[config.mk]
export PLATFORM = sky130hd
export DESIGN_NAME = cae_front
export DESIGN_NICKNAME = d
export VERILOG_FILES = /design/src/design/cae_pkg.sv /design/src/design/cae_front.sv
export SDC_FILE = /design/constraint.sdc
export NUM_CORES = 1
export LEC_CHECK = 0
export ABC_AREA = 1
export BUFFER_PORTS_ARGS = -buffer_cell sky130_fd_sc_hd__buf_2
export CAP_MARGIN = 10
export CORE_AREA = 2 2 259 261
export CTS_CLUSTER_DIAMETER = 150
export DETAILED_ROUTE_END_ITERATION = 10
export DIE_AREA = 0 0 261 263
export GPL_ROUTABILITY_DRIVEN = 0
export PLACE_DENSITY = 0.48
export SYNTH_ARGS = -nofsm -noshare
export SYNTH_HDL_FRONTEND = slang
export SYNTH_SLANG_ARGS = --single-unit
[constraint.sdc]
create_clock -name i_clk -period 46.7 [get_ports i_clk]
set_input_delay 4.67 -clock i_clk [delete_from_list [all_inputs] [get_ports i_clk]]
set_output_delay 4.67 -clock i_clk [all_outputs]
set_load 0.03 [all_outputs]
[src/design/cae_pkg.sv]
// Shared types, constants and helpers for the collider extent block.
// No dependencies; every other design file imports this package.
package cae_pkg;

    localparam int SLOT_W = 16;
    localparam int QUAT_W = 64;
    localparam int SCL_W  = 32;
    localparam int SZ_W   = 31;
    localparam int EXT_W  = 31;
    localparam int R_W    = 30;   // clamped rotation entry, signed, Q.28
    localparam int M_W    = 30;   // |combined| entry, unsigned, Q.28
    localparam int P_W    = 63;   // size * |scale|, Q.32

    localparam logic [EXT_W-1:0] EXT_MAX = {EXT_W{1'b1}};
    localparam logic signed [35:0] ONE_Q28 = 36'sh010000000;

    // product slots of one quaternion
    localparam int QP_XX = 0;
    localparam int QP_YY = 1;
    localparam int QP_ZZ = 2;
    localparam int QP_XY = 3;
    localparam int QP_XZ = 4;
    localparam int QP_YZ = 5;
    localparam int QP_WX = 6;
    localparam int QP_WY = 7;
    localparam int QP_WZ = 8;

    typedef enum logic [1:0] {
        K_SPHERE  = 2'd0,
        K_BOX     = 2'd1,
        K_CAPSULE = 2'd2,
        K_NONE    = 2'd3
    } t_kind;

    typedef logic [8:0][31:0]          t_qp;
    typedef logic [2:0][2:0][R_W-1:0]  t_rmat;

    typedef struct packed {
        t_kind                   kind;
        logic [SLOT_W-1:0]       slot;
        logic [QUAT_W-1:0]       qw;
        logic [QUAT_W-1:0]       qo;
        logic [2:0][SCL_W-1:0]   scl;   // absolute scale
        logic [2:0][SZ_W-1:0]    sz;
    } t_item;

    typedef struct packed {
        logic [SLOT_W-1:0] slot;
        logic [EXT_W-1:0]  ext_x;
        logic [EXT_W-1:0]  ext_y;
        logic [EXT_W-1:0]  ext_z;
        logic              updated;
        logic              saturated;
    } t_result;

    function automatic logic [SCL_W-1:0] abs_scl(input logic [SCL_W-1:0] v);
        return v[SCL_W-1] ? (~v + SCL_W'(1)) : v;
    endfunction

    function automatic t_qp quat_prods(input logic [QUAT_W-1:0] q);
        logic signed [15:0] w, x, y, z;
        t_qp p;
        w = q[63:48];
        x = q[47:32];
        y = q[31:16];
        z = q[15:0];
        p[QP_XX] = 32'(x * x);
        p[QP_YY] = 32'(y * y);
        p[QP_ZZ] = 32'(z * z);
        p[QP_XY] = 32'(x * y);
        p[QP_XZ] = 32'(x * z);
        p[QP_YZ] = 32'(y * z);
        p[QP_WX] = 32'(w * x);
        p[QP_WY] = 32'(w * y);
        p[QP_WZ] = 32'(w * z);
        return p;
    endfunction

    function automatic logic [R_W-1:0] clamp_unit(input logic signed [35:0] v);
        logic [R_W-1:0] r;
        if (v > ONE_Q28) begin
            r = R_W'(ONE_Q28);
        end else if (v < -ONE_Q28) begin
            r = R_W'(-ONE_Q28);
        end else begin
            r = R_W'(v);
        end
        return r;
    endfunction

    function automatic t_rmat quat_mat(input t_qp p);
        logic signed [35:0] xx, yy, zz, xy, xz, yz, wx, wy, wz;
        t_rmat r;
        xx = 36'($signed(p[QP_XX]));
        yy = 36'($signed(p[QP_YY]));
        zz = 36'($signed(p[QP_ZZ]));
        xy = 36'($signed(p[QP_XY]));
        xz = 36'($signed(p[QP_XZ]));
        yz = 36'($signed(p[QP_YZ]));
        wx = 36'($signed(p[QP_WX]));
        wy = 36'($signed(p[QP_WY]));
        wz = 36'($signed(p[QP_WZ]));
        r[0][0] = clamp_unit(ONE_Q28 - ((yy + zz) <<< 1));
        r[0][1] = clamp_unit((xy - wz) <<< 1);
        r[0][2] = clamp_unit((xz + wy) <<< 1);
        r[1][0] = clamp_unit((xy + wz) <<< 1);
        r[1][1] = clamp_unit(ONE_Q28 - ((xx + zz) <<< 1));
        r[1][2] = clamp_unit((yz - wx) <<< 1);
        r[2][0] = clamp_unit((xz - wy) <<< 1);
        r[2][1] = clamp_unit((yz + wx) <<< 1);
        r[2][2] = clamp_unit(ONE_Q28 - ((xx + yy) <<< 1));
        return r;
    endfunction

endpackage

[src/design/cae_front.sv]
// Front end: takes a collider word, decodes its kind, folds scale signs.
// Depends on cae_pkg.
module cae_front import cae_pkg::*; (
    input  logic                     i_clk,
    input  logic                     i_rst_n,
    input  logic                     i_valid,
    output logic                     o_ready,
    input  logic [1:0]               i_command,
    input  logic [SLOT_W-1:0]        i_entry_index,
    input  logic [QUAT_W-1:0]        i_world_rotation,
    input  logic [QUAT_W-1:0]        i_offset_rotation,
    input  logic signed [SCL_W-1:0]  i_scale_x,
    input  logic signed [SCL_W-1:0]  i_scale_y,
    input  logic signed [SCL_W-1:0]  i_scale_z,
    input  logic [SZ_W-1:0]          i_size_a,
    input  logic [SZ_W-1:0]          i_size_b,
    input  logic [SZ_W-1:0]          i_size_c,
    output logic                     o_valid,
    input  logic                     i_ready,
    output t_item                    o_item
);

    logic  r_valid;
    t_item r_item;
    t_item n_item;

    assign o_ready = !r_valid || i_ready;
    assign o_valid = r_valid;
    assign o_item  = r_item;

    always_comb begin
        n_item.kind   = t_kind'(i_command);
        n_item.slot   = i_entry_index;
        n_item.qw     = i_world_rotation;
        n_item.qo     = i_offset_rotation;
        n_item.scl[0] = abs_scl(i_scale_x);
        n_item.scl[1] = abs_scl(i_scale_y);
        n_item.scl[2] = abs_scl(i_scale_z);
        n_item.sz[0]  = i_size_a;
        n_item.sz[1]  = i_size_b;
        n_item.sz[2]  = i_size_c;
    end

    always_ff @(posedge i_clk) begin
        if (!i_rst_n) begin
            r_valid <= 1'b0;
        end else if (o_ready) begin
            r_valid <= i_valid;
        end
    end

    always_ff @(posedge i_clk) begin
        if (o_ready && i_valid) begin
            r_item <= n_item;
        end
    end

endmodule

======== Word level (Yosys, flattened, before mapping) ========
Index checks and enable logic that the tools add are counted.
operators by class
  add/sub/neg operators ................... 3
  multiply operators ...................... 0
  div/mod/pow operators ................... 0
  order comparisons ....................... 0
  eq/ne operators ......................... 0
  shift operators ......................... 0
  muxes and demuxes ....................... 3
  bitwise logic cells ..................... 3
  reduce and logical (&&, ||, !) cells .... 3
operators with widths
  kind                     number
  $add A32 B1 Y32 const B  3
  $not A32 Y32             3
  $mux W31                 3
  $logic_and A1 B1 Y1      1
  $logic_not A1 Y1         1
  $logic_or A1 B1 Y1       1
word-level totals
  flip-flop bits (word level) ............. 336
  latch bits .............................. 0
  memory bits (writable) .................. 0
  ROM bits ................................ 0
  input bits .............................. 339
  output and inout port bits .............. 337
  memories kept ........................... 0

======== Depth between registers and ports, before layout ========
Gate-level depths: netlist (run 1).
  depth after elaboration ................. 3
  gate-level depth with buffers ........... 9
  depth with buffers taken out ............ 9

======== Worst setup path after synthesis (run 1) ========
OpenSTA, ideal clock, no wires.
  path type ............................... in2reg
  start ................................... input i_valid
  end ..................................... register r_item, in the netlist o_item[0], enable pin
  library setup time ...................... 1.144 ns
  arrival time ............................ 20.754 ns
  data required time ...................... 45.556 ns
  setup slack ............................. 24.802 ns
  stages on the path ...................... 2
  path buffers ............................ 0
  cell sequence ........................... inv_1 > a21oi_1
between the ends
  word-level cells in the longest chain between the ends .. 1
ends and longest elaborated chain
  item                  line             RTL
  from (decl)           cae_front.sv:6   input logic i_valid,
  $logic_and A1 B1 Y1   cae_front.sv:53  if (o_ready && i_valid) begin
  to (signal assigned)  cae_front.sv:54  r_item <= n_item;
  to (decl)             cae_front.sv:24  t_item r_item;
No other way between the ends.
A chain may end at the register's enable or synchronous reset.

======== Worst setup path in the final report (run 1) ========
  start ................................... input i_ready
  end ..................................... output o_ready
between the ends
  word-level cells in the longest chain between the ends .. 1
ends and longest elaborated chain
  item                line             RTL
  from (decl)         cae_front.sv:19  input logic i_ready,
  $logic_or A1 B1 Y1  cae_front.sv:27  assign o_ready = !r_valid || i_ready;
  to (decl)           cae_front.sv:7   output logic o_ready,
No other way between the ends.

==> results of run 1 <==
metal layers:
layer | wire (um) | vias up
met4 | 1360 | 8
met5 | 57 | -
met3 | 4120 | 82
met2 | 23100 | 441
met1 | 16800 | 4787
li1 | - | 4841
sequential cells by signal (all words and copies together) (netlist names):
register  flops
o_item      335
o_valid       1
critical path, delay by kind of cell:
family / cells / cell delay [ns]
AND/OR/NAND/NOR: 1 / 0.12
buffers and inverters: 3 / 0.43
per-stage QoR:
stage	std cells	area, um^2	utilization	setup slack, ns	hold slack [ns]
after floorplan	993	13200	-	24.80	0.861
after global placement	2528	17700	0.269	36.76	0.675
after detailed placement	2528	17700	0.269	36.80	0.654
after CTS	2597	18900	0.288	36.80	0.661
after global routing	2598	18900	0.288	36.76	0.692
final	2598	18900	0.288	36.81	0.634
cell type report:
cell class | instances | share of cell area
clock inverters | 23 | 0.00961
multi-input cells | 583 | 0.151
flip-flops and latches | 336 | 0.534
clock buffers | 46 | 0.0542
diodes | 1 | 0.000133
inverters | 65 | 0.0131
well taps | 864 | 0.0573
repair buffers | 680 | 0.181
worst paths after layout:
check	endpoint
max	o_ready
min	o_valid
max reg2reg	o_item[146]
min reg2reg	o_valid
logic make-up (layout without fill, tap and decap cells):
group	after synthesis	after routing	synth area share
buf+inv	74	814	0.0228
flops	336	336	0.763
other cells	0	1	0
simple gates	492	492	0.161
compound gates	42	42	0.0190
fa+ha+maj	6	6	0.00568
xor+xnor	43	43	0.0291
power breakdown:
group	switching (uW)	internal [uW]	leakage [uW]	total [uW]
clock network	123	168	0.000593	291
registers	4.91	356	0.00325	361
logic	77.2	30.0	0.00419	107
total	205	554	0.00803	759
cell usage in the layout (no fill, tap or decap):
| cell | instances |
|---|---|
| clkbuf_1 | 6 |
| xor2_2 | 1 |
| nand2_2 | 5 |
| a21boi_0 | 1 |
| dfxtp_1 | 1 |
| edfxtp_1 | 335 |
| nor2_8 | 1 |
| clkinvlp_4 | 2 |
| buf_2 | 675 |
| inv_6 | 1 |
| a21oi_4 | 1 |
| inv_2 | 1 |
| a31oi_1 | 1 |
| diode_2 | 1 |
| xnor2_1 | 28 |
| nand4_1 | 9 |
| ha_1 | 6 |
| nand3_1 | 50 |
| nand3b_1 | 8 |
| clkbuf_16 | 40 |
| clkinv_4 | 1 |
| nor2_2 | 18 |
| xor2_1 | 14 |
| nor2_1 | 122 |
| nand2_1 | 264 |
| nor2_4 | 11 |
| clkinv_1 | 6 |
| o21ai_4 | 1 |
| inv_1 | 62 |
| o21ai_1 | 6 |
| buf_4 | 5 |
| o21ai_2 | 7 |
| clkinv_8 | 1 |
| bufinv_16 | 2 |
| clkinv_2 | 12 |
| a21oi_1 | 5 |
| nor3_1 | 4 |
| o21ai_0 | 20 |
==> metrics.csv, run 1 <==
metric,value,unit
fp.dieH,263,um
p_total,759,uW
endpoint_kind,output port,
rows,94,
hp-start,o_valid,
register_area,10100,um^2
fmax,101,MHz
firstDrtPassIters,5,
yosysWarnings,0,
first_global_vias,10300,
portBuffers,675,
drc,0,
synth_cell_type_count,28,
synth_most_common_cell,edfxtp_1,
fp.dieW,261,um
numCtsBuffers,39,
root_buffer,clkbuf_16,
clock-sinks,336,
wl_per_cell,17.5,um
grt_start_max_net_pins,69,
ant_nets,0,
nNetsFinal,2050,
reg2regPathDepth,4,
clockBufferDepth,3,
timing.slew.headroom,0.269,
grt_pass1_wl,64500,um
ios,676,
crit_arrival,5.22,ns
crit_path_top_delay_cell,buf_2,
p_leak,0.00803,uW
p_per_area,40.2,nW/um^2
cp-startpoint,i_ready,
max_cap_violations,0,
critPathRequiredTime,42.03,ns
clk_pin_slew,0.06,ns
peakVddDrop,0.0293,mV
synth_common_cells,"335 x edfxtp_1, 264 x nand2_1, 122 x nor2_1, 62 x inv_1, 50 x nand3_1",
slowest_delay,0.20,ns
period_minus_slack,9.89,ns
hpwl,36600,um
finalMaxSlewViolations,0,
use_met3,0.0402,
synthFlopType,edfxtp_1,
synth_fp_nets,1338,
die-area,68600,um^2
use_met1,0.135,
cts_resized,0,
ys_seq_area_frac,0.763,
multi_input_area,2850,um^2
vias,10200,
synth_top_area_frac,0.761,
setup_viol,0,
path_cells,"buf_2, inv_1, nand2_1, buf_2",
area_growth,42.8,%
cts_tree,built,
vias_per_cell,3.91,
n_fill_cell,6866,
regToRegSetupSlack,42.78,ns
met2_usage,0.226,
whs_path_depth,2,
fin_skew,0.0142,ns
async_flop_share,0,
top_usage_layer,met2,
synth_area_leader_cell,edfxtp_1,
crit_path_start_kind,input port,
worstMarginPinSlew,1.09,ns
layout-drive-gt1-share,0.453,
post_cts_buffers,0,
antenna_found_initial,8,
hold_buffers,0,
drt-initial-drc-count,685,
grt-ovfl-total,0,
hold_path_class,flop to flop,
ctsHtreeMaxLevel,2,
syn_inst,993,
setup_tns,0,ns
core,65600,um^2
clk_latency,0.55,ns
cp_max_fo,2,
rsz0062_at_grt,false,
drt_wl_total,45500,um
ys_ff_latch,336,
synth_edf_count,335,
critical_path_class,input port to output port,
synth_area_leaders,"edfxtp_1 76%, nand2_1 7.5%, nor2_1 3.5%, nand3_1 1.9%, xnor2_1 1.9%",
start_util,0.201,
timing.final.crit_share,0.212,
syn-cell-area,13200,um^2
postSynthAreaPerCell,13.3,um^2
cp_common_cell,buf_2,
hold_viol,0,
r2r-start,o_valid,
grt.total_usage,0.125,
status,completed,
Note: power is estimated with default switching activity, not from simulation.
==> run 2: changes to the inputs <==
Settings changed: ABC_AREA 1 to 0, CORE_AREA 2 2 259 261 to 2 2 261 263, DIE_AREA 0 0 261 263 to 0 0 263 265, PLACE_DENSITY 0.48 to 0.47.
Clock period 46.7 ns to 8.6 ns, I/O delays scaled along.
==> metrics.csv, run 2 <==
metric,value,unit
post_dp_cell_area,16800,um^2
synth-xor-area-share,0.0618,
cts_tree,built,
synth_top_family_by_area,XOR/XNOR gates,
syn-cell-area,12300,um^2
path_cells,"buf_2, nand2b_1, and2_4, buf_4, buf_4",
drt-initial-drc-count,531,
grt-ovfl-total,0,
die-area,69700,um^2
area_growth,45.9,%
fin_hold_ws,0.485,ns
grt_pass1_wl,59600,um
period_minus_slack,2.85,ns
p_leak,0.00707,uW
peakVddDrop,0.145,mV
drc,0,
root_buffer,clkbuf_16,
first_global_vias,8987,
largest_register_ff_count,335,
hold_viol,0,
ant_nets,0,
clock-sinks,336,
post_cts_buffers,0,
ios,676,
yosysWarnings,0,
vias,8629,
syn_inst,642,
start_util,0.185,
setup_tns,0,ns
fin_area,18000,um^2
grt_start_max_net_pins,83,
use_met1,0.122,
synth_top_area_frac,0.816,
core,66800,um^2
wl_per_cell,18.5,um
synth_area_leaders,"edfxtp_1 82%, xnor2_1 6.0%, o41ai_1 1.8%, o31ai_1 1.2%, o21ai_0 1.1%",
vias_per_cell,3.83,
clk_latency,0.55,ns
p_total,4120,uW
ys_ff_latch,336,
firstDrtPassIters,6,
timing.slew.headroom,0.266,
nNetsFinal,1692,
finalMaxSlewViolations,0,
top_usage_layer,met2,
register_area,10100,um^2
pre_cts_slack,5.14,ns
fin_skew,0.0120,ns
critical_path_class,input port to flop,
max_cap_violations,0,
numCtsBuffers,40,
layout_common_cells,"675 x buf_2, 335 x edfxtp_1, 85 x xnor2_1, 41 x clkbuf_16, 27 x o21ai_0",
layout.cells.most_common,buf_2,
clockBufferDepth,3,
fin_ws,5.75,ns
n_fill_cell,6995,
synthFlopType,edfxtp_1,
antenna_found_initial,10,
rows,95,
timing.final.crit_share,0.331,
path_buf_inv,3,
ctsHtreeMaxLevel,2,
portBuffers,675,
setup_viol,0,
crit_path_start_kind,input port,
cts_resized,0,
synthMuxAreaShare,0,
worstMarginPinSlew,1.10,ns
critical_path.top_delay_family,buffers and inverters,
layout-drive-gt1-share,0.549,
synth_area_leader_cell,edfxtp_1,
endpoint_kind,flop,
fmax,351,MHz
multi_input_area,2140,um^2
p_per_area,229,nW/um^2
slowest_delay,0.77,ns
async_flop_share,0,
status,completed,
synth-adder-area-share,0.00609,
ys_seq_area_frac,0.817,
hpwl,32700,um
fp.dieW,263,um
synth_most_common_cell,edfxtp_1,
postSynthAreaPerCell,19.2,um^2
critPathRequiredTime,8.76,ns
use_met3,0.0468,
rsz0062_at_grt,false,
synth-simple-area-share,0.0549,
synth_edf_count,335,
hold_buffers,0,
fp.dieH,265,um
synth_common_cells,"335 x edfxtp_1, 85 x xnor2_1, 27 x o21ai_0, 25 x o41ai_1, 22 x nand2_1",
synth_compound_area_frac,0.0502,
grt.total_usage,0.113,
cp_common_cell,buf_4,
hold_path_class,input port to flop,
crit_arrival,3.01,ns
clk_pin_slew,0.07,ns
drt_wl_total,41700,um
met2_usage,0.203,
cp_max_fo,68,
crit_path_top_delay_cell,buf_4,
synth_cell_type_count,40,
synth_fp_nets,987,
## run 2: cell types whose count changed after synthesis, sizes merged, moves of 15 or more
cell    previous run  this run
xnor2             28        85
nand2b             0        15
nand2            269        22
nand3             50         3
o41ai              0        29
inv               63         9
nor2             152         5
o31ai              0        21
## run 2: metrics by stage
stage / cells / util
finish: 2252 / 0.269
detailed placement: 2178 / 0.251
global placement: 2178 / 0.251
floorplan: 642 / -
global route: 2251 / 0.269
CTS: 2249 / 0.269
## run 2: final timing paths
kind	start	endpoint	slack (ns)	cells past startpoint
max reg2reg	o_valid	o_item[148]	5.85	4
min reg2reg	o_valid	o_valid	0.58	2
min	i_size_c[22]	o_item[84]	0.48	1
max	i_ready	o_item[148]	5.75	5
## run 2: power breakdown
part	internal, uW	total (uW)	leakage, uW	switching, uW
clock	935	1610	0.000594	675
combinational	162	543	0.00322	381
sequential	1940	1970	0.00325	28.8
total	3030	4120	0.00707	1080
## run 2: worst reg2reg max path, stage by stage, from the launching register on
cell and delay, ns:
dfxtp_1 0.31, nand2b_1 0.11, and2_4 0.44, buf_4 0.63, buf_4 0.81
## run 2: per-layer routing
layer | wire length, um | part of all wire
met5 | 73 | 0.0018
met4 | 924 | 0.022
met3 | 3920 | 0.094
met2 | 21400 | 0.51
met1 | 15400 | 0.37
## run 2: cell type report
cell class,instances,share of cell area
Tap cell,873,0.0607
Multi-Input combinational cell,280,0.119
Clock buffer,49,0.0587
Timing Repair Buffer,680,0.190
Clock inverter,22,0.00960
Sequential cell,336,0.560
Inverter,9,0.00188
Antenna cell,3,0.000417
## run 2: logic make-up (layout without fill, tap and decap cells)
family,count (synthesis),in the layout
XOR/XNOR,87,87
buffers and inverters,26,760
AND/OR/NAND/NOR,107,107
flip-flops,336,336
other,0,3
adder cells (fa/ha/maj),6,6
AO/OA/AOI/OAI,80,80
==> run 3: changes to the inputs <==
Settings changed: PLACE_DENSITY 0.47 to 0.46.
Clock period 8.6 ns to 2.7 ns, I/O delays scaled along.
==> metrics.csv, run 3 (synthesis results as in run 2) <==
metric,value,unit
status,completed,
layout-drive-gt1-share,0.466,
period_minus_slack,2.30,ns
post_cts_buffers,0,
p_sw,3550,uW
largest_register_ff_count,335,
layout_common_cells,"675 x buf_2, 335 x edfxtp_1, 258 x dlygate4sd3_1, 85 x xnor2_1, 41 x clkbuf_16",
root_buffer,clkbuf_16,
grt-ovfl-total,0,
ios,676,
rows,95,
wl_per_cell,17.6,um
cp_max_fo,9,
p_seq_frac,0.465,
max_cap_violations,0,
worstMarginPinSlew,0.711,ns
area_growth,68.2,%
start_util,0.185,
timing.slew.headroom,0.522,
path_buf_inv,2,
n_fill_cell,6712,
pwr-share-comb,0.154,
grt_start_max_net_pins,84,
rsz0062_at_grt,false,
numCtsBuffers,40,
grt_pass1_wl,65300,um
hpwl,33200,um
ant_nets,0,
core,66800,um^2
fp.dieH,265,um
p_total,13500,uW
layout.cells.most_common,buf_2,
path_cells,"dlygate4sd3_1, buf_2, or4_1, nand2b_1, o41ai_1, xnor2_1",
crit_path_start_kind,input port,
crit_arrival,2.58,ns
critPathRequiredTime,2.98,ns
grt.total_usage,0.123,
critical_path.top_delay_family,simple AND/OR/NAND/NOR gates,
fin_skew,0.0135,ns
clk_pin_slew,0.06,ns
peakVddDrop,0.510,mV
vias_per_cell,3.86,
p_leak,0.00823,uW
vias,9715,
antenna_found_initial,9,
setup_tns,0,ns
firstDrtPassIters,4,
drt-initial-drc-count,568,
finalMaxSlewViolations,0,
hold_viol,0,
first_global_vias,10500,
drc,0,
critical_path_class,input port to flop,
clk_latency,0.56,ns
fmax,435,MHz
fp.dieW,263,um
cts_tree,built,
slowest_delay,0.60,ns
p_per_area,650,nW/um^2
p_int,9930,uW
ctsHtreeMaxLevel,2,
nNetsFinal,1962,
portBuffers,675,
switching_share,0.263,
die-area,69700,um^2
setup_viol,0,
endpoint_kind,flop,
clockBufferDepth,3,
drt_wl_total,44400,um
timing.final.crit_share,0.852,
p_clk_frac,0.381,
crit_path_top_delay_cell,or4_1,
hold_path_class,input port to flop,
clock-sinks,336,
run 3: worst register-to-register path: stages, from the launching register on:
cell and delay (ns):
dfxtp_4 0.35, nand2b_4 0.06, and2_4 0.37, buf_12 0.41
run 3: power by group through the flow:
stage / Clock [uW] / Sequential, uW / Combinational (uW)
after floorplan: 0 / 7060 / 310
after global placement: 0 / 6370 / 1780
after detailed placement: 0 / 6370 / 1790
after CTS: 5350 / 6270 / 2090
after global routing: 5570 / 6300 / 2200
final: 5140 / 6260 / 2080
run 3: timing repair:
item,4_1_cts,5_1_grt
setup endpoints to repair,0,0
hold endpoints to repair,258,0
gates resized for setup,0,0
hold buffers,258,0
run 3: through the flow:
stage / cells / cell area [um^2] / setup WS [ns] / hold slack (ns) / util
floorplan: 642 / 12300 / -0.620 / 0.369 / -
global route: 2520 / 20700 / 0.268 / 0.0153 / 0.310
detailed placement: 2190 / 16900 / 0.414 / 0.448 / 0.253
CTS: 2519 / 20700 / 0.450 / 0.000531 / 0.310
finish: 2520 / 20700 / 0.401 / 0.0521 / 0.310
global placement: 2190 / 16900 / 0.428 / 0.447 / 0.253
run 3: per-layer routing:
layer / part of all wire / global-route usage / up-vias
met1: 0.39 / 0.141 / 4672
met5: 0.00036 / 0 / -
met4: 0.031 / 0.0465 / 2
met3: 0.081 / 0.0394 / 82
li1: - / - / 4500
met2: 0.49 / 0.213 / 459
run 3: worst paths after layout:
| path | from | to | slack [ns] | depth (start not counted) |
|---|---|---|---|---|
| min | i_scale_x[29] | o_item[122] | 0.05 | 2 |
| max reg2reg | o_valid | o_item[218] | 1.07 | 3 |
| max | i_scale_x[19] | o_item[120] | 0.40 | 6 |
| min reg2reg | o_valid | o_item[155] | 0.87 | 2 |
run 3: area by class of cell:
cell class / instances / area, um^2 / share of cell area
antenna: 1 / 2.50 / 0.000121
inverter: 9 / 33.8 / 0.00163
tap: 873 / 1090 / 0.0527
clock inverter: 18 / 145 / 0.00700
timing repair buffer: 950 / 6160 / 0.297
sequential: 336 / 10100 / 0.486
multi-input combinational: 280 / 2140 / 0.103
clock buffer: 53 / 1070 / 0.0517
