**config.mk**
```make
export PLATFORM = sky130hd
export DESIGN_NAME = cae_queue
export DESIGN_NICKNAME = d
export VERILOG_FILES = /design/src/design/cae_pkg.sv /design/src/design/cae_queue.sv
export SDC_FILE = /design/constraint.sdc
export NUM_CORES = 1
export LEC_CHECK = 0
export ABC_CLOCK_PERIOD_IN_PS = 9700
export BUFFER_PORTS_ARGS = -buffer_cell sky130_fd_sc_hd__buf_4
export CAP_MARGIN = 10
export CORE_ASPECT_RATIO = 1.25
export CORE_MARGIN = 2
export CORE_UTILIZATION = 47
export CTS_CLUSTER_SIZE = 40
export DETAILED_ROUTE_END_ITERATION = 10
export GPL_ROUTABILITY_DRIVEN = 0
export PLACE_DENSITY_LB_ADDON = 0.15
export SYNTH_ARGS = -nofsm -noshare
export SYNTH_HDL_FRONTEND = slang
export SYNTH_SLANG_ARGS = --single-unit
```
**constraint.sdc**
```tcl
create_clock -name i_clk -period 9.7 [get_ports i_clk]
set_clock_uncertainty 0.05 [all_clocks]
set_input_delay 1.94 -clock i_clk [delete_from_list [all_inputs] [get_ports i_clk]]
set_output_delay 1.94 -clock i_clk [all_outputs]
set_load 0.02 [all_outputs]
```
**src/design/cae_pkg.sv**
```systemverilog
// Shared types, constants and helpers for the collider extent block.
// No dependencies; every other design file imports this package.
package cae_pkg;

    localparam int SLOT_W = 16;
    localparam int QUAT_W = 64;
    localparam int SCL_W  = 32;
    localparam int SZ_W   = 31;
    localparam int EXT_W  = 31;
    localparam int R_W    = 30;   // clamped rotation entry, signed, Q.28
    localparam int M_W    = 30;   // |combined| entry, unsigned, Q.28
    localparam int P_W    = 63;   // size * |scale|, Q.32

    localparam logic [EXT_W-1:0] EXT_MAX = {EXT_W{1'b1}};
    localparam logic signed [35:0] ONE_Q28 = 36'sh010000000;

    // product slots of one quaternion
    localparam int QP_XX = 0;
    localparam int QP_YY = 1;
    localparam int QP_ZZ = 2;
    localparam int QP_XY = 3;
    localparam int QP_XZ = 4;
    localparam int QP_YZ = 5;
    localparam int QP_WX = 6;
    localparam int QP_WY = 7;
    localparam int QP_WZ = 8;

    typedef enum logic [1:0] {
        K_SPHERE  = 2'd0,
        K_BOX     = 2'd1,
        K_CAPSULE = 2'd2,
        K_NONE    = 2'd3
    } t_kind;

    typedef logic [8:0][31:0]          t_qp;
    typedef logic [2:0][2:0][R_W-1:0]  t_rmat;

    typedef struct packed {
        t_kind                   kind;
        logic [SLOT_W-1:0]       slot;
        logic [QUAT_W-1:0]       qw;
        logic [QUAT_W-1:0]       qo;
        logic [2:0][SCL_W-1:0]   scl;   // absolute scale
        logic [2:0][SZ_W-1:0]    sz;
    } t_item;

    typedef struct packed {
        logic [SLOT_W-1:0] slot;
        logic [EXT_W-1:0]  ext_x;
        logic [EXT_W-1:0]  ext_y;
        logic [EXT_W-1:0]  ext_z;
        logic              updated;
        logic              saturated;
    } t_result;

    function automatic logic [SCL_W-1:0] abs_scl(input logic [SCL_W-1:0] v);
        return v[SCL_W-1] ? (~v + SCL_W'(1)) : v;
    endfunction

    function automatic t_qp quat_prods(input logic [QUAT_W-1:0] q);
        logic signed [15:0] w, x, y, z;
        t_qp p;
        w = q[63:48];
        x = q[47:32];
        y = q[31:16];
        z = q[15:0];
        p[QP_XX] = 32'(x * x);
        p[QP_YY] = 32'(y * y);
        p[QP_ZZ] = 32'(z * z);
        p[QP_XY] = 32'(x * y);
        p[QP_XZ] = 32'(x * z);
        p[QP_YZ] = 32'(y * z);
        p[QP_WX] = 32'(w * x);
        p[QP_WY] = 32'(w * y);
        p[QP_WZ] = 32'(w * z);
        return p;
    endfunction

    function automatic logic [R_W-1:0] clamp_unit(input logic signed [35:0] v);
        logic [R_W-1:0] r;
        if (v > ONE_Q28) begin
            r = R_W'(ONE_Q28);
        end else if (v < -ONE_Q28) begin
            r = R_W'(-ONE_Q28);
        end else begin
            r = R_W'(v);
        end
        return r;
    endfunction

    function automatic t_rmat quat_mat(input t_qp p);
        logic signed [35:0] xx, yy, zz, xy, xz, yz, wx, wy, wz;
        t_rmat r;
        xx = 36'($signed(p[QP_XX]));
        yy = 36'($signed(p[QP_YY]));
        zz = 36'($signed(p[QP_ZZ]));
        xy = 36'($signed(p[QP_XY]));
        xz = 36'($signed(p[QP_XZ]));
        yz = 36'($signed(p[QP_YZ]));
        wx = 36'($signed(p[QP_WX]));
        wy = 36'($signed(p[QP_WY]));
        wz = 36'($signed(p[QP_WZ]));
        r[0][0] = clamp_unit(ONE_Q28 - ((yy + zz) <<< 1));
        r[0][1] = clamp_unit((xy - wz) <<< 1);
        r[0][2] = clamp_unit((xz + wy) <<< 1);
        r[1][0] = clamp_unit((xy + wz) <<< 1);
        r[1][1] = clamp_unit(ONE_Q28 - ((xx + zz) <<< 1));
        r[1][2] = clamp_unit((yz - wx) <<< 1);
        r[2][0] = clamp_unit((xz - wy) <<< 1);
        r[2][1] = clamp_unit((yz + wx) <<< 1);
        r[2][2] = clamp_unit(ONE_Q28 - ((xx + yy) <<< 1));
        return r;
    endfunction

endpackage

```
**src/design/cae_queue.sv**
```systemverilog
// Small FIFO of decoded items between front and back end.
// Depends on cae_pkg.
module cae_queue import cae_pkg::*; #(
    parameter int DEPTH = 4
) (
    input  logic  i_clk,
    input  logic  i_rst_n,
    input  logic  i_valid,
    output logic  o_ready,
    input  t_item i_item,
    output logic  o_valid,
    input  logic  i_ready,
    output t_item o_item
);

    localparam int AW = (DEPTH > 1) ? $clog2(DEPTH) : 1;
    localparam int CW = $clog2(DEPTH + 1);

    t_item           r_mem [DEPTH];
    logic [AW-1:0]   r_wr;
    logic [AW-1:0]   r_rd;
    logic [CW-1:0]   r_cnt;
    logic            push;
    logic            pop;

    assign o_ready = (r_cnt != CW'(DEPTH));
    assign o_valid = (r_cnt != '0);
    assign o_item  = r_mem[r_rd];
    assign push    = i_valid && o_ready;
    assign pop     = o_valid && i_ready;

    function automatic logic [AW-1:0] wrap_inc(input logic [AW-1:0] p);
        return (p == AW'(DEPTH - 1)) ? '0 : p + AW'(1);
    endfunction

    always_ff @(posedge i_clk) begin
        if (!i_rst_n) begin
            r_wr  <= '0;
            r_rd  <= '0;
            r_cnt <= '0;
        end else begin
            if (push) begin
                r_wr <= wrap_inc(r_wr);
            end
            if (pop) begin
                r_rd <= wrap_inc(r_rd);
            end
            if (push && !pop) begin
                r_cnt <= r_cnt + CW'(1);
            end else if (pop && !push) begin
                r_cnt <= r_cnt - CW'(1);
            end
        end
    end

    always_ff @(posedge i_clk) begin
        if (push) begin
            r_mem[r_wr] <= i_item;
        end
    end

endmodule

```
### Word-level counts from Yosys, hierarchy flattened

Memories as Yosys holds them, arrays and structs flattened. A register that Yosys moved wholly into a read port is not among the register bits.
Cells that the tools add are included.
W data, S select, Z words.

* bits in registers: 7
* RAM bits: 1340
* input bits: 339
* output and inout port bits: 337
* logic and storage cells: 27
* memories: 1

* $add $sub $neg: 4
* equality and inequality tests: 3
* multiplexer cells: 8
* reduce and logical (&&, ||, !) cells: 8

Memory list
* r_mem: words 4, width 335, rd ports 1, clocked after memory_dff 1, write ports 1, RTL line cae_queue.sv:19 `t_item r_mem [DEPTH];`

Operators with widths (number)
* $mux W2: 4
* $mux W3: 2
* $add A2 B1 Y2 const B: 2
* $eq A2 B2 Y1 const B: 2
* $logic_and A1 B1 Y1: 4
* $add A3 B1 Y3 const B: 1
* $ne A3 B3 Y1 const B: 1
* $reduce_bool A3 Y1: 1
* $sub A3 B1 Y3 const B: 1
* $logic_not A1 Y1: 2
* $mux W1: 2
* $reduce_bool A2 Y1: 1

### Depth between registers and ports, before layout

Gate-level depths: netlist of the first run.

* depth after elaboration: 6
* mapped depth: 9
* gate-level depth less buffers: 8

### Least setup slack after synthesis of the first run

OpenSTA, ideal clock, no wires.

* path type: input to register
* from: input i_valid
* to: memory r_mem[3][0] (netlist name) (enable)
* arrival time: 9601 ps
* required time: 8907 ps
* setup slack: -694 ps
* cell stages on the path: 1
* buffers on the path: 0
* cells stage by stage: and3_1

* longest elaborated chain between the ends: 3

RTL lines
* start, declared: RTL line cae_queue.sv:8 `input logic i_valid,`
* $logic_and A1 B1 Y1: RTL line cae_queue.sv:29 `assign push = i_valid && o_ready;`
* $mux W1: RTL line cae_queue.sv:57 `if (push) begin`
* $mux W1 (implied by the code): RTL line cae_queue.sv:58 `r_mem[r_wr] <= i_item;`
* end, declared: RTL line cae_queue.sv:19

Every way passes these cells.

==> results of run 1 <==
layer usage:
metal | share of wire | vias up | routed length [µm] | GRT usage
li1 | - | 9382 | - | -
met1 | 0.37 | 11478 | 38720 | 0.2338
met2 | 0.50 | 728 | 53060 | 0.3181
met3 | 0.099 | 168 | 10420 | 0.08554
met4 | 0.027 | 26 | 2888 | 0.07338
met5 | 0.0016 | - | 167 | 0
area by class of cell:
cell class	instances	area, µm²
Clock inverter	64	571.8
Sequential cell	1349	40430
Multi-Input combinational cell	372	7843
Antenna cell	12	30.03
Clock buffer	175	3677
Timing Repair Buffer	697	5345
Tap cell	1340	1677
Fill cell	7420	43640
Inverter	3	11.26
cells in the mapped netlist, drive strengths merged (3+ instances only):
cell type	n	area, µm²
buf	67	436.7
inv	3	11.26
nand2	5	18.77
clkbuf	9	33.78
mux4	335	7545
dfxtp	9	180.2
ha	6	75.07
o21ai	4	20.02
and3	4	25.02
edfxtp	1340	40240
worst reg2reg max path: stages, from the launching register on:
cell     delay, ns
dfxtp_1       0.43
or3b_1        0.29
and3_4        0.45
buf_4         0.79
buf_12        0.63
cell families (layout without fill, tap and decap cells):
kind of cell	count (synthesis)	in the layout
flip-flops	1349	1349
multiplexers	337	337
buffers and inverters	79	939
AND/OR/NAND/NOR	20	20
adder cells (fa/ha/maj)	7	7
AO/OA/AOI/OAI	6	6
XOR/XNOR	2	2
other	0	12
flip-flops by register name, indices dropped and copies added (netlist names), named ones only:
name   count
r_rd       2
r_wr       2
r_cnt      3
r_mem   1340
final timing paths:
| path | cells after the start | slack, ns | from | endpoint |
|---|---|---|---|---|
| setup / recovery | 4 | 3.80 | flop | o_item[56] |
| hold / removal | 2 | 0.47 | r_cnt[2] | r_cnt[2] |
| setup reg to reg | 4 | 6.24 | r_cnt[0] | r_mem[2][25] |
| hold reg to reg | 2 | 0.47 | r_cnt[2] | r_cnt[2] |
power breakdown:
group	total (mW)	internal [mW]	leakage (nW)	switching, mW
Clock	4.97	2.89	2.07	2.08
Sequential	7.23	7.07	12.4	0.165
Combinational	3.98	1.74	5.28	2.24
Total	16.2	11.7	19.7	4.48
per-stage QoR:
step	instances	utilization	instance area [µm²]	worst slack, ns
final	4012	0.5772	59580	3.801
after global routing	4007	0.5771	59570	3.450
after CTS	4000	0.5769	59550	3.639
after detailed placement	3761	0.5357	55300	4.443
after global placement	3761	0.5357	55300	4.436
after floorplan	1800	-	48730	3.211
==> key figures, run 1 <==
Outcome
  • Status: finished clean

Power
  • Lkg Pwr: 19.71 nW
  • Pwr/cell area: 271.5 nW/µm²
  • Total power: 16.18 mW
  • Max VDD drop: 190.6 µV

Drt
  • Detailed-route wire length per cell: 26.24 µm
  • Initial DRT Pass Iterations: 5
  • DR vias/cell: 5.429
  • Number of remaining DRC errors: 0
  • Final ANT Viol Nets: 0
  • DR iter-0 viols: 1416
  • Drt total wl: 105300 µm
  • Via Count: 21782

Global routing
  • GRT Total Usage: 0.1963
  • Vias in the first global route: 23224
  • GRT overflow: 0
  • Largest net degree at the start of global routing: 152
  • First-pass GRT wire length: 152700 µm
  • Initial antenna violation count: 22

Run
  • Number of max-cap violations: 0

Synth
  • Mapped Cells: 1800
  • EDFF count, synth: 1340
  • Post-synthesis mux area share: 0.1553
  • Syn nets: 2146
  • XOR/XNOR Fraction of Synth Area: 0.0003595
  • Largest family of logic cells by synthesized area: multiplexers
  • Asr flop ratio synth: 0
  • Netlist cell types: 26
  • Compound-gate portion of the synthesized area: 0.0007190
  • Post-synthesis adder-cell area fraction: 0.001952
  • Syn. warnings: 0
  • Yosys reg bits: 1349
  • Syn_area_per_cell: 27.07 µm²
  • Post-synthesis instance area: 48720 µm²
  • Post-synth top flop: edfxtp_1
  • Area share of and/or/nand/nor cells after synthesis: 0.002260
  • Seq/Total Area, Yosys: 0.8296

Floorplan
  • Core Region: 103200 µm²
  • I/O pin cnt: 676
  • Die ar.: 106300 µm²
  • # rows: 132
  • DIE HEIGHT: 364.0 µm
  • Initial Utilization: 0.4720
  • Chip width: 292.0 µm

Critical path
  • Combined buffer and inverter count along the critical path: 3
  • Worst Path Max Fanout: 92
  • Critical path's slowest cell: dfxtp_4
  • CP peak stage delay: 0.82 ns
  • CP Data Arrival Time: 3.91 ns
  • CP required: 7.71 ns
  • CP delay by family, top: buffers and inverters
  • Cell mode on critical path: buf_12
  • Worst Path Class, Setup: reg -> out
  • CP Capture Type: primary output
  • CP Launch Type: flop
  • CP cell instances: buf_12 > buf_12 > mux4_2 > buf_4

STA
  • Final setup violation count: 0
  • Worst-Margin Slew: 1.205 ns
  • Slew headroom: 0.1968
  • RSZ-0062 raised after global routing: no
  • Tmin final: 5.899 ns
  • Final hold vios: 0
  • Final TNS setup: 0 ns
  • Tcrit/Tclk final: 0.6081
  • Max Fclk: 169.5 MHz
  • Pins Over Slew Limit: 0
  • Min Hold Slack: 0.4693 ns

Final layout
  • Most common cell after layout, fill and taps aside: edfxtp_1
  • Synthesis-to-finish area growth: 22.29%
  • Most frequent cells in the layout: 1340 x edfxtp_1, 688 x buf_4, 335 x mux4_2, 142 x clkbuf_16, 33 x clkbuf_1
  • Ratio of cells with drive above 1 in the final layout: 0.4590
  • Fin nets: 2903

CTS
  • Clock Latency Late Sink: 0.73 ns
  • Hold Buf Count CTS: 0
  • TritonCTS sink count: 1349
  • # resized after CTS: 0
  • H-Tree Depth: 4
  • Root Driver: clkbuf_16
  • Setup Buffers After CTS: 0
  • Deepest clock path buffer count: 3
  • Clock edge transition at the registers on the reported setup and hold paths: 0.07 ns
  • CTS tree: yes
  • CTS buffer count: 134

Worst hold path
  • Worst Hold Class: reg -> reg

Placed design
  • Final HPWL DP: 64410 µm
  • Buffers added on ports: 675
Note: power is estimated with default switching activity, not from simulation.
==> run 2: changes to the inputs <==
ABC_AREA = 1   (was default)
ABC_CLOCK_PERIOD_IN_PS = 5700   (was 9700)
clock period = 5.7 ns   (was 9.7 ns; I/O delays follow)
==> key figures, run 2 <==
CTS
  • Root Driver: clkbuf_16
  • # resized after CTS: 0 (unchanged)
  • CTS buffer count: 132 (-1.5%)
  • Setup Buffers After CTS: 0 (unchanged)
  • Deepest clock path buffer count: 3 (unchanged)
  • CTS tree: yes
  • H-Tree Depth: 4 (unchanged)
  • Clock Latency Late Sink: 0.72 ns (about the same)
  • Hold Buf Count CTS: 0 (unchanged)
  • Clock edge transition at the registers on the reported setup and hold paths: 0.06 ns (about the same)
  • TritonCTS sink count: 1349 (unchanged)

Final layout
  • Largest register by flop count: r_mem
  • Synthesis-to-finish area growth: 21.32%
  • Most frequent cells in the layout: 1340 x edfxtp_1, 712 x buf_4, 681 x nor2_1, 672 x o21ai_0, 335 x o22ai_1
  • Max reg flops: 1340 (unchanged)
  • Most common cell after layout, fill and taps aside: edfxtp_1
  • Ratio of cells with drive above 1 in the final layout: 0.2274 (-0.2316)
  • Largest registers: r_mem: 1340 flops, r_cnt: 3 flops
  • Design area: 60430 µm² (+1.4%)
  • Fin nets: 4299 (+48%)

Drt
  • Initial DRT Pass Iterations: 5 (unchanged)
  • Detailed-route wire length per cell: 22.39 µm (-15%)
  • DR vias/cell: 5.452 (+0.42%)
  • DR iter-0 viols: 2297 (+62%)
  • Via Count: 29921 (+37%)
  • Drt total wl: 122900 µm (+17%)
  • Final ANT Viol Nets: 0 (unchanged)
  • Number of remaining DRC errors: 0 (unchanged)

STA
  • Setup ws final: 1.173 ns (-2.628 ns)
  • Slew headroom: 0.06232 (-0.1345)
  • Pins Over Slew Limit: 0 (unchanged)
  • Tcrit/Tclk final: 0.7942
  • RSZ-0062 raised after global routing: no
  • Max Fclk: 220.9 MHz
  • Final hold vios: 0 (unchanged)
  • Tmin final: 4.527 ns
  • Final setup violation count: 0 (unchanged)
  • Worst-Margin Slew: 1.407 ns (+0.2017 ns)
  • Final TNS setup: 0 ns (unchanged)

Synth
  • Post-synth top flop: edfxtp_1
  • Yosys top cell by area: edfxtp_1
  • Syn nets: 3656 (+70%)
  • Yosys reg bits: 1349 (unchanged)
  • Post-synthesis instance area: 49810 µm² (+2.2%)
  • Netlist cell types: 20 (-23%)
  • Asr flop ratio synth: 0 (unchanged)
  • Syn. warnings: 0 (unchanged)
  • Mapped Cells: 3310 (+84%)
  • Ranking of synthesized cells by area: edfxtp_1 81%, o21ai_0 6.8%, nor2_1 5.2%
  • Most common cell in the netlist: edfxtp_1
  • Share of Yosys cell area claimed by the top area cell type: 0.8078 (-0.01803)
  • Synth cell count leaders: 1340 x edfxtp_1, 685 x nor2_1, 672 x o21ai_0
  • Syn_area_per_cell: 15.05 µm² (-44%)
  • EDFF count, synth: 1340 (unchanged)
  • Seq/Total Area, Yosys: 0.8115 (-0.01811)

Critical path
  • CP Capture Type: primary output
  • Reg2reg end: r_mem[3][206]
  • Worst reg2reg setup slack: 2.93 ns (-3.31 ns)
  • Critical path's slowest cell: dfxtp_4
  • Combined buffer and inverter count along the critical path: 2 (-1)
  • CP Launch Type: flop
  • Reg2Reg Depth: 5 (+1)
  • Worst Path Max Fanout: 217 (+140%)
  • R2R Path Start: r_cnt[1]
  • CP Data Arrival Time: 3.34 ns (-0.57 ns)
  • CP required: 4.51 ns (-3.20 ns)
  • CP peak stage delay: 0.78 ns (-0.04 ns)
  • Worst Path Class, Setup: reg -> out
  • CP cell instances: buf_12 > o21ai_0 > o22ai_1 > buf_4
  • CP delay by family, top: flip-flops
  • CP Depth: 4 (unchanged)

Worst hold path
  • Hold Startpoint: r_cnt[0]
  • WHS Endpoint: r_cnt[0]
  • Worst Hold Class: reg -> reg
  • Hold Path Depth: 2 (unchanged)

Global routing
  • GRT Total Usage: 0.2204 (+0.02411)
  • First-pass GRT wire length: 179700 µm (+18%)
  • Vias in the first global route: 28886 (+24%)
  • Initial antenna violation count: 30 (+36%)
  • GRT overflow: 0 (unchanged)
  • Largest net degree at the start of global routing: 218 (+43%)

Power
  • Pwr/cell area: 494.2 nW/µm² (+82%)
  • Max VDD drop: 388.9 µV (+100%)
  • Lkg Pwr: 20.86 nW (+5.8%)

Floorplan
  • Chip width: 295.2 µm (+1.1%)
  • Initial Utilization: 0.4736 (+0.001601)
  • I/O pin cnt: 676 (unchanged)
  • Core Region: 105200 µm² (+1.9%)
  • Die ar.: 108600 µm² (+2.2%)
  • DIE HEIGHT: 368.0 µm (+1.1%)
  • # rows: 133 (+0.76%)

Placed design
  • Buffers added on ports: 675 (unchanged)
  • Area after DPL: 56300 µm² (+1.8%)
  • Final HPWL DP: 71920 µm (+12%)
  • Setup WS pre-CTS: 1.762 ns (-2.681 ns)

Run
  • Number of max-cap violations: 0 (unchanged)

Outcome
  • Status: finished clean
-- run 2: area by class of cell --
type,instances,area (µm²)
repair buffers,732,5746
clock buffers,171,3587
clock inverters,69,514.2
fillers,8323,44740
inverters,17,87.58
multi-input cells,1721,8267
well taps,1417,1773
flip-flops and latches,1349,40430
diodes,12,30.03
-- run 2: layer usage --
layer | track usage | wire length (µm)
met1 | 0.2681 | 47450
met5 | 0 | 240
met2 | 0.3546 | 60090
met4 | 0.07839 | 3436
met3 | 0.08940 | 11670
-- run 2: where the power goes --
group	switching, mW	internal (mW)	leakage (nW)	total, mW
clock	3.59	4.69	2.02	8.28
sequential	0.280	12.1	12.4	12.3
combinational	6.21	3.03	6.48	9.24
total	10.1	19.8	20.9	29.9
-- run 2: how the worst max path moves through the flow --
stage                  from     endpoint
finish                 flop  o_item[133]
global route           flop  o_item[211]
CTS                    flop  o_item[211]
detailed placement     flop  o_item[211]
global placement       flop  o_item[211]
floorplan           i_valid  r_mem[0][0]
-- run 2: worst min-delay path, stage by stage, from the launching register on --
cell	delay, ns
dfxtp_1	0.34
inv_1	0.07
a21oi_1	0.06
-- run 2: kinds of logic (layout without fill, tap and decap cells) --
kind of cell	Yosys count	in the layout	share of synthesized area
flops	1349	1349	0.8115
compound gates	1010	1010	0.1099
simple gates	704	704	0.05323
buf+inv	240	989	0.02351
fa+ha+maj	7	7	0.001909
other cells	0	12	0
-- run 2: through the flow --
| stage | hold slack, ns | power [mW] | std cells | util |
|---|---|---|---|---|
| finish | 0.4602 | 29.86 | 5488 | 0.5746 |
| global route | 0.4973 | 31.20 | 5486 | 0.5745 |
| CTS | 0.4626 | 30.15 | 5476 | 0.5743 |
| detailed placement | 0.4537 | 21.89 | 5236 | 0.5353 |
| global placement | 0.4479 | 21.81 | 5236 | 0.5353 |
| floorplan | 0.4301 | 17.84 | 3310 | - |
==> run 3: changes to the inputs <==
ABC_CLOCK_PERIOD_IN_PS = 4300   (was 5700)
clock period = 4.3 ns   (was 5.7 ns; I/O delays follow)
==> key figures, run 3 (synthesis gave the netlist of run 2 again) <==
Outcome
  • Status: finished clean

CTS
  • Root Driver: clkbuf_16
  • H-Tree Depth: 4 (unchanged)
  • # resized after CTS: 0 (unchanged)
  • Hold Buf Count CTS: 0 (unchanged)
  • Setup Buffers After CTS: 0 (unchanged)
  • TritonCTS sink count: 1349 (unchanged)
  • CTS tree: yes
  • Clock edge transition at the registers on the reported setup and hold paths: 0.06 ns (about the same)
  • Clock Latency Late Sink: 0.74 ns (+0.02 ns)
  • CTS buffer count: 133 (+0.76%)
  • Deepest clock path buffer count: 3 (unchanged)

Critical path
  • CP Data Arrival Time: 2.86 ns (-0.48 ns)
  • CP peak stage delay: 0.59 ns (-0.19 ns)
  • Worst Path Max Fanout: 218 (+0.46%)
  • CP Capture Type: primary output
  • CP Launch Type: flop
  • Combined buffer and inverter count along the critical path: 2 (unchanged)
  • CP required: 3.39 ns (-1.12 ns)
  • Worst Path Class, Setup: reg -> out
  • CP cell instances: buf_12 > o21ai_0 > o22ai_1 > buf_4
  • CP delay by family, top: buffers and inverters
  • Critical path's slowest cell: buf_12

STA
  • Tcrit/Tclk final: 0.8766
  • Final setup violation count: 0 (unchanged)
  • Pins Over Slew Limit: 0 (unchanged)
  • Max Fclk: 265.3 MHz
  • RSZ-0062 raised after global routing: no
  • Slew headroom: 0.2827 (+0.2203)
  • Tmin final: 3.769 ns
  • Final hold vios: 0 (unchanged)
  • Worst-Margin Slew: 1.076 ns (-0.3305 ns)

Floorplan
  • Chip width: 295.2 µm (unchanged)
  • I/O pin cnt: 676 (unchanged)
  • Die ar.: 108600 µm² (unchanged)
  • # rows: 133 (unchanged)
  • Core Region: 105200 µm² (unchanged)
  • Initial Utilization: 0.4736 (unchanged)
  • DIE HEIGHT: 368.0 µm (unchanged)

Final layout
  • Largest register by flop count: r_mem
  • Ratio of cells with drive above 1 in the final layout: 0.2266 (-0.0007949)
  • Largest registers: r_mem: 1340 flops, r_cnt: 3 flops
  • Most frequent cells in the layout: 1340 x edfxtp_1, 714 x buf_4, 681 x nor2_1, 672 x o21ai_0, 335 x o22ai_1
  • Max reg flops: 1340 (unchanged)
  • Synthesis-to-finish area growth: 21.80%
  • Most common cell after layout, fill and taps aside: edfxtp_1
  • Non-filler instance count after layout: 5496 (+0.15%)
  • Fin nets: 4306 (+0.16%)

Drt
  • Via Count: 29869 (-0.17%)
  • Metal-1 WL: 47230 µm (-0.47%)
  • Final ANT Viol Nets: 0 (unchanged)
  • Initial DRT Pass Iterations: 5 (unchanged)
  • Detailed-route wire length per cell: 22.23 µm (-0.73%)
  • Drt total wl: 122200 µm (-0.59%)
  • DR vias/cell: 5.435 (-0.32%)
  • DR iter-0 viols: 1992 (-13%)
  • Met3 wire length: 11220 µm (-3.8%)
  • DR top layer: met5
  • Number of remaining DRC errors: 0 (unchanged)
  • DR WL met2: 59600 µm (-0.82%)

Placed design
  • Placed Instances: 5242 (+0.11%)
  • Buffers added on ports: 675 (unchanged)
  • Final HPWL DP: 71630 µm (-0.39%)

Global routing
  • GRT overflow: 0 (unchanged)
  • First-pass GRT wire length: 178200 µm (-0.83%)
  • Vias in the first global route: 28432 (-1.6%)
  • Largest net degree at the start of global routing: 219 (+0.46%)
  • Initial antenna violation count: 31 (+3.3%)
  • GRT Total Usage: 0.2190 (-0.001453)

Power
  • Lkg Pwr: 20.95 nW (+0.43%)
  • Max VDD drop: 439.2 µV (+13%)
  • Internal power: 26.65 mW (+35%)
  • Reg power frac: 0.407 (-0.006)
  • Net Sw Power: 13.35 mW (+32%)
  • Total power: 40.00 mW (+34%)
  • Switching Fraction: 0.3338 (-0.003825)
  • Pwr/cell area: 659.3 nW/µm² (+33%)
  • Clock power frac: 0.282 (+0.005)
  • Comb power frac: 0.311 (+0.002)

Worst hold path
  • Worst Hold Class: in -> reg

Run
  • Number of max-cap violations: 0 (unchanged)
==> run 3: final cells by class <==
type,instances,area (µm²)
diodes,19,47.55
clock buffers,170,3595
clock inverters,65,631.9
fillers,8287,44500
inverters,17,87.58
multi-input cells,1721,8267
flip-flops and latches,1349,40430
well taps,1417,1773
repair buffers,738,5841
==> run 3: worst register-to-register path: cells and delay by family, from the launching register on <==
family	cells	cell delay (ns)
DFF	1	0.38
and+or+nand+nor	4	0.77
buffers and inverters	2	0.77
==> run 3: stage by stage <==
stage	instance area, µm²	setup slack, ns	util	hold WS, ns	TNS, ns
5_1_grt	60670	0.3827	0.5769	0.2210	0
3_3_place_gp	56390	1.342	0.5362	0.4408	0
6_report	60670	0.5307	0.5769	0.2549	0
3_5_place_dp	56390	1.320	0.5362	0.4525	0
4_1_cts	60620	0.4985	0.5764	0.1924	0
2_1_floorplan	49860	-2.129	-	0.4301	-2836.51
==> run 3: power by group through the flow <==
stage | Clock (mW) | Combinational, mW | Sequential [mW]
2_1_floorplan | 0 | 6.94 | 16.7
3_3_place_gp | 0 | 12.5 | 16.5
3_5_place_dp | 0 | 12.6 | 16.5
4_1_cts | 11.5 | 12.6 | 16.3
5_1_grt | 12.0 | 13.4 | 16.4
6_report | 11.3 | 12.4 | 16.3
==> run 3: path summary, 6_finish.rpt <==
path,startpoint,end,slack (ns),cells past startpoint
setup / recovery,flop,o_item[241],0.53,4
hold / removal,i_item[16],r_mem[0][16],0.25,1
setup reg to reg,r_cnt[1],r_mem[1][219],1.96,6
hold reg to reg,r_cnt[0],r_cnt[0],0.46,2
==> run 3: per-layer routing <==
metal,global-route usage,up-vias
li1,-,13868
met1,0.2641,14892
met2,0.3499,880
met3,0.08228,203
met4,0.09889,26
met5,0,-
